**src/counting_bloom_filter_macros.svh**
```systemverilog
// Assertion macros for the counting Bloom filter.
// Used by the top level only; no dependencies.
`ifndef COUNTING_BLOOM_FILTER_MACROS_SVH
`define COUNTING_BLOOM_FILTER_MACROS_SVH
`define CBF_ASSERT_IMPL(label, clk, rst_n, a, c, msg) \
    label: assert property (@(posedge clk) disable iff (!rst_n) (a) |-> (c)) else $error(msg);
`define CBF_ASSERT_NEXT(label, clk, rst_n, a, c, msg) \
    label: assert property (@(posedge clk) disable iff (!rst_n) (a) |=> (c)) else $error(msg);
`endif

```
**src/cbf_pkg.sv**
```systemverilog
// Shared types and constants for the counting Bloom filter.
// No dependencies.
package cbf_pkg;
    localparam int MaxBuckets = 65536;
    localparam int MaxHashes = 16;
    localparam int MaxBucketBits = 8;
    localparam int IdxW = $clog2(MaxBuckets);
    localparam int HashW = $clog2(MaxHashes);
    localparam logic [31:0] CrcPoly = 32'hEDB88320;

    localparam logic [2:0] REG_BUCKETS = 3'd0;
    localparam logic [2:0] REG_HASHES = 3'd1;
    localparam logic [2:0] REG_SEED = 3'd2;
    localparam logic [2:0] REG_BITS = 3'd3;
    localparam logic [2:0] REG_STOP = 3'd4;

    localparam logic [1:0] KIND_INSERT = 2'd0;
    localparam logic [1:0] KIND_DELETE = 2'd1;
    localparam logic [1:0] KIND_QUERY = 2'd2;

    typedef enum logic [2:0] {
        S_CLEAR, S_BYTE, S_MOD, S_READ, S_WAIT, S_UPDATE, S_DONE
    } t_state;

    typedef struct packed {
        logic clear_step;
        logic load_byte;
        logic mod_start;
        logic rd;
        logic upd;
        logic finish;
        logic next_hash;
    } t_cmd;

    typedef struct packed {
        logic clear_done;
        logic mod_done;
        logic last_hash;
        logic stop;
    } t_sts;

    function automatic logic [31:0] crc_byte(input logic [31:0] c, input logic [7:0] b);
        logic [31:0] r;
        r = c ^ {24'd0, b};
        for (int j = 0; j < 8; j++) r = r[0] ? ((r >> 1) ^ CrcPoly) : (r >> 1);
        return r;
    endfunction
endpackage

```
**src/cbf_ctrl.sv**
```systemverilog
// Controller: sequences clearing, byte hashing and per-hash updates.
// Depends on cbf_pkg.
module cbf_ctrl import cbf_pkg::*; (
    input  logic i_clk,
    input  logic i_rst_n,
    input  logic i_valid,
    input  logic i_key_last,
    input  logic i_out_ready,
    input  t_sts i_sts,
    output logic o_ready,
    output logic o_out_valid,
    output t_cmd o_cmd
);
    t_state r_state, n_state;
    always_ff @(posedge i_clk) begin
        if (!i_rst_n) r_state <= S_CLEAR;
        else r_state <= n_state;
    end
    always_comb begin
        n_state = r_state;
        o_cmd = '0;
        o_ready = 1'b0;
        o_out_valid = 1'b0;
        case (r_state)
            S_CLEAR: begin
                o_cmd.clear_step = 1'b1;
                if (i_sts.clear_done) n_state = S_BYTE;
            end
            S_BYTE: begin
                o_ready = 1'b1;
                if (i_valid) begin
                    o_cmd.load_byte = 1'b1;
                    if (i_key_last) n_state = S_MOD;
                end
            end
            S_MOD: begin
                o_cmd.mod_start = 1'b1;
                n_state = S_READ;
            end
            S_READ: begin
                if (i_sts.mod_done) n_state = S_WAIT;
            end
            S_WAIT: begin
                o_cmd.rd = 1'b1;
                n_state = S_UPDATE;
            end
            S_UPDATE: begin
                o_cmd.upd = 1'b1;
                if (i_sts.stop || i_sts.last_hash) begin
                    n_state = S_DONE;
                end else begin
                    o_cmd.next_hash = 1'b1;
                    n_state = S_MOD;
                end
            end
            S_DONE: begin
                o_out_valid = 1'b1;
                if (i_out_ready) begin
                    o_cmd.finish = 1'b1;
                    n_state = S_BYTE;
                end
            end
            default: n_state = S_CLEAR;
        endcase
    end
endmodule
```
**config.mk**
```make
export PLATFORM = sky130hd
export DESIGN_NAME = cbf_ctrl
export DESIGN_NICKNAME = d
export VERILOG_FILES = /design/src/counting_bloom_filter_macros.svh /design/src/cbf_pkg.sv /design/src/cbf_ctrl.sv
export SDC_FILE = /design/constraint.sdc
export NUM_CORES = 1
export LEC_CHECK = 0
export BUFFER_PORTS_ARGS = -buffer_cell sky130_fd_sc_hd__buf_2
export CORE_AREA = 2 2 39 41
export DETAILED_ROUTE_END_ITERATION = 8
export DIE_AREA = 0 0 41 43
export GPL_TIMING_DRIVEN = 0
export PLACE_DENSITY_LB_ADDON = 0.12
export SLEW_MARGIN = 30
export SYNTH_ARGS = -nofsm -noshare
export SYNTH_HDL_FRONTEND = slang
export SYNTH_SLANG_ARGS = --single-unit
```
**constraint.sdc**
```tcl
create_clock -name i_clk -period 2.9 [get_ports i_clk]
set_input_delay 0.145 -clock i_clk [delete_from_list [all_inputs] [get_ports i_clk]]
set_output_delay 0.145 -clock i_clk [all_outputs]
set_load 0.1 [all_outputs]
```
After elaboration in Yosys (flattened, before gate mapping):

Index checks and enable logic that the tools add are counted.

* flip-flop bits (word level): 3
* input bits: 9
* output and inout bits: 9
* logic and storage cells: 34

* equal/unequal tests: 11
* muxes and demuxes: 19
* reductions and logical operators: 3

Operators by type and width (number)
* $pmux W3 S7: 1
* $mux W3: 6
* $mux W1: 12
* $ne A2 B2 Y1 const B: 5
* $eq A3 B3 Y1 const B: 3
* $eq A3 B2 Y1 const B: 2
* $reduce_and A5 Y1: 1
* $eq A3 B1 Y1 const B: 1
* $logic_not A3 Y1: 1
* $logic_or A1 B1 Y1: 1

Depth between registers and ports, before layout:

* depth in word-level cells: 3
* depth in mapped cells: 4
* mapped depth without buffers: 3

Worst setup path after synthesis:

OpenSTA, ideal clock, no wires.

* kind: register to output
* start point: register r_state[0]
* end point: output port o_cmd[0] (netlist name)
* arrival: 3.138 ns
* path slack: -0.383 ns
* stages on the path, launching flop included: 4
* cells stage by stage: dfxtp_1 -> inv_2 -> nor3_2 -> nor3b_2

RTL lines
* start: declaration: RTL line cbf_ctrl.sv:14 `t_state r_state, n_state;`
* start signal: assignment: RTL line cbf_ctrl.sv:17 `else r_state <= n_state;`
* end: declaration: RTL line cbf_ctrl.sv:12 `output t_cmd o_cmd`

==> impl_metrics.json <==
{
  "grt_pass1_vias": 294,
  "grt_max_degree": 11,
  "synth-simple-area-share_pct": 40.91,
  "initial_core_util_pct": 19.89,
  "crit_required_ns": 2.76,
  "cts_resized": 0,
  "final.period_utilization_pct": 60.48,
  "layout_commonest_cell": "buf_2",
  "antennaDiodeCount": 0,
  "grt_overflow_total": 0,
  "hold_viol_final": 0,
  "synthAdderAreaFrac_pct": 0,
  "fin_nets": 65,
  "hold_buffers": 0,
  "post_drt_wl_per_cell_um": 9.901,
  "layout_common_cells": "buf_2 (18), nor3_1 (4), nor2_1 (3), clkbuf_4 (3), dfxtp_1 (3)",
  "leakagePower_nw": 0.2002,
  "fmax_ghz": 0.5702,
  "dp.final_hpwl_um": 562.5,
  "core_area_um2": 1384,
  "crit_path_end_kind": "output port",
  "min_from": "i_rst_n",
  "die_x_um": 41,
  "crit_start": "r_state[0]",
  "tritoncts": "done",
  "design_area_um2": 412.9,
  "synth_top_area_share_pct": 21.82,
  "r2r-start": "r_state[1]",
  "dp_slack_ns": 1.383,
  "grt_antenna_before_repair": 0,
  "finalWorstPathRequiredPeriod_ns": 1.754,
  "area_delta_synth_final_pct": 50.00,
  "cts_buffer_depth": 2,
  "firstDrtPassIters": 3,
  "synth-xor-area-share_pct": 0,
  "cap_violations": 0,
  "status": "finished, final reports clean",
  "ys_ff_latch": 3,
  "drive_gt1_share_pct": 54.55,
  "drv_slew": 0,
  "ys.warnings.count": 0,
  "postSynthAreaPerCell_um2": 8.096,
  "setup_violations": 0,
  "ant_nets": 0,
  "cts.sinks": 3,
  "reg_top3": "r_state: 3 flops",
  "routed_wl_um": 703,
  "hold_class": "input port to flop",
  "setup_slack_ns": 1.146,
  "cp-start-kind": "flop",
  "synth_top_family_by_area": "simple AND/OR/NAND/NOR gates",
  "cts-root-buf": "clkbuf_4",
  "htree_levels": 1,
  "ys_types": 24,
  "ys_top_cells_by_area": "dfxtp_1 (22%), a211oi_2 (9.1%), nor3_1 (7.3%)",
  "drcViolationCount": 0,
  "worst_pin_slew_ns": 0.4856,
  "ir_drop_v": 0.0004369,
  "cts_buffers": 3,
  "die_area_um2": 1763,
  "clk_pin_slew_ns": 0.03,
  "drt-initial-drc-count": 3,
  "gp_congestion": 0.6519,
  "clock_latency_ns": 0.24,
  "worst-path-max-fanout": 8,
  "rows": 14,
  "pin_count": 18,
  "synth_compound_gate_area_share_pct": 27.73,
  "yosys-mux-area-fraction_pct": 0,
  "io_buffers": 17,
  "synth_nets": 43,
  "fill_cells": 164,
  "tns_ns": 0,
  "die_y_um": 43,
  "cts_setup_buffers": 0,
  "largest_reg_flops": 3,
  "grt_pass1_wl_mm": 1.131,
  "synthCells": 34,
  "timing.slew.headroom_pct": 67.85,
  "ys_seq_area_share_pct": 21.82,
  "synth_area_leader_cell": "dfxtp_1",
  "rsz0062_at_grt": "false",
  "power.density_nw_per_um2": 954.4,
  "grt_usage_pct": 9.729,
  "finClkSkew_ns": 0.004826,
  "cp.arrival_ns": 1.61,
  "largest-register": "r_state",
  "crit_type": "flop to output port",
  "avgViaCountPerCell": 4.493,
  "place_area_um2": 386.6,
  "synth_area_um2": 275.3,
  "vias": 319
}
path summary, 6_finish.rpt:
kind                            slack, ns  depth (start not counted)          to
worst max register to register       1.76                          3  r_state[2]
worst min-delay path                 0.16                          2  r_state[0]
worst max-delay path                 1.15                          4    o_cmd[0]
worst min register to register       0.67                          2  r_state[2]
through the flow:
| stage | total power [mW] | hold WS [ns] | cells | util [%] |
|---|---|---|---|---|
| 3_5_place_dp | 0.3213 | 0.4019 | 67 | 27.94 |
| 5_1_grt | 0.4175 | 0.1675 | 71 | 29.84 |
| 6_report | 0.3941 | 0.1630 | 71 | 29.84 |
| 2_1_floorplan | 0.2839 | 0.2784 | 34 | - |
| 4_1_cts | 0.3992 | 0.1563 | 71 | 29.84 |
| 3_3_place_gp | 0.3262 | 0.4153 | 67 | 27.94 |
power by group:
part           internal [mW]  total, mW  leakage, nW  switching [mW]
Combinational         0.0567      0.259        0.160           0.203
Sequential            0.0508     0.0609       0.0248          0.0101
Clock                 0.0516     0.0740       0.0150          0.0224
Total                  0.159      0.394        0.200           0.235
cell type report:
cell class,instances,area (um2),area share [%]
flip-flops and latches,3,60.06,14.55
inverters,2,10.01,2.424
clock buffers,4,26.28,6.364
well taps,16,20.02,4.848
repair buffers,17,85.08,20.61
plain buffers,2,16.27,3.939
multi-input cells,27,195.2,47.27
routing by layer:
| metal | vias up | GRT usage (%) | part of all wire [%] |
|---|---|---|---|
| li1 | 168 | - | - |
| met1 | 137 | 13.78 | 48 |
| met2 | 11 | 11.25 | 42 |
| met3 | 3 | 6.283 | 8.8 |
| met4 | 0 | 4.000 | 1.1 |
| met5 | - | 0 | 0 |
kinds of logic after synthesis:
family / count (synthesis)
buffers and inverters: 4
and+or+nand+nor: 18
DFF: 3
AOI/OAI and AO/OA: 9
cells in the mapped netlist:
cell,n
nand2b_1,1
o21ai_1,1
inv_4,1
o41ai_1,1
and3b_2,1
dfxtp_1,3
o211a_1,1
a211oi_2,2
nor2b_1,1
and3_2,1
nor2_1,3
nor3b_1,1
nand2_1,2
o32a_1,1
and3b_1,1
a21boi_0,1
nor3b_2,1
nor3_2,1
buf_6,1
buf_2,1
inv_2,1
nand3_1,1
nor3_1,4
o21ai_0,2
worst max-delay path, cell delays in order, from the launching register on:
cell     delay [ns]
dfxtp_1        0.46
inv_2          0.12
nor3_4         0.19
nor3b_2        0.17
buf_2          0.44
Note: power is estimated with default switching activity, not from simulation.
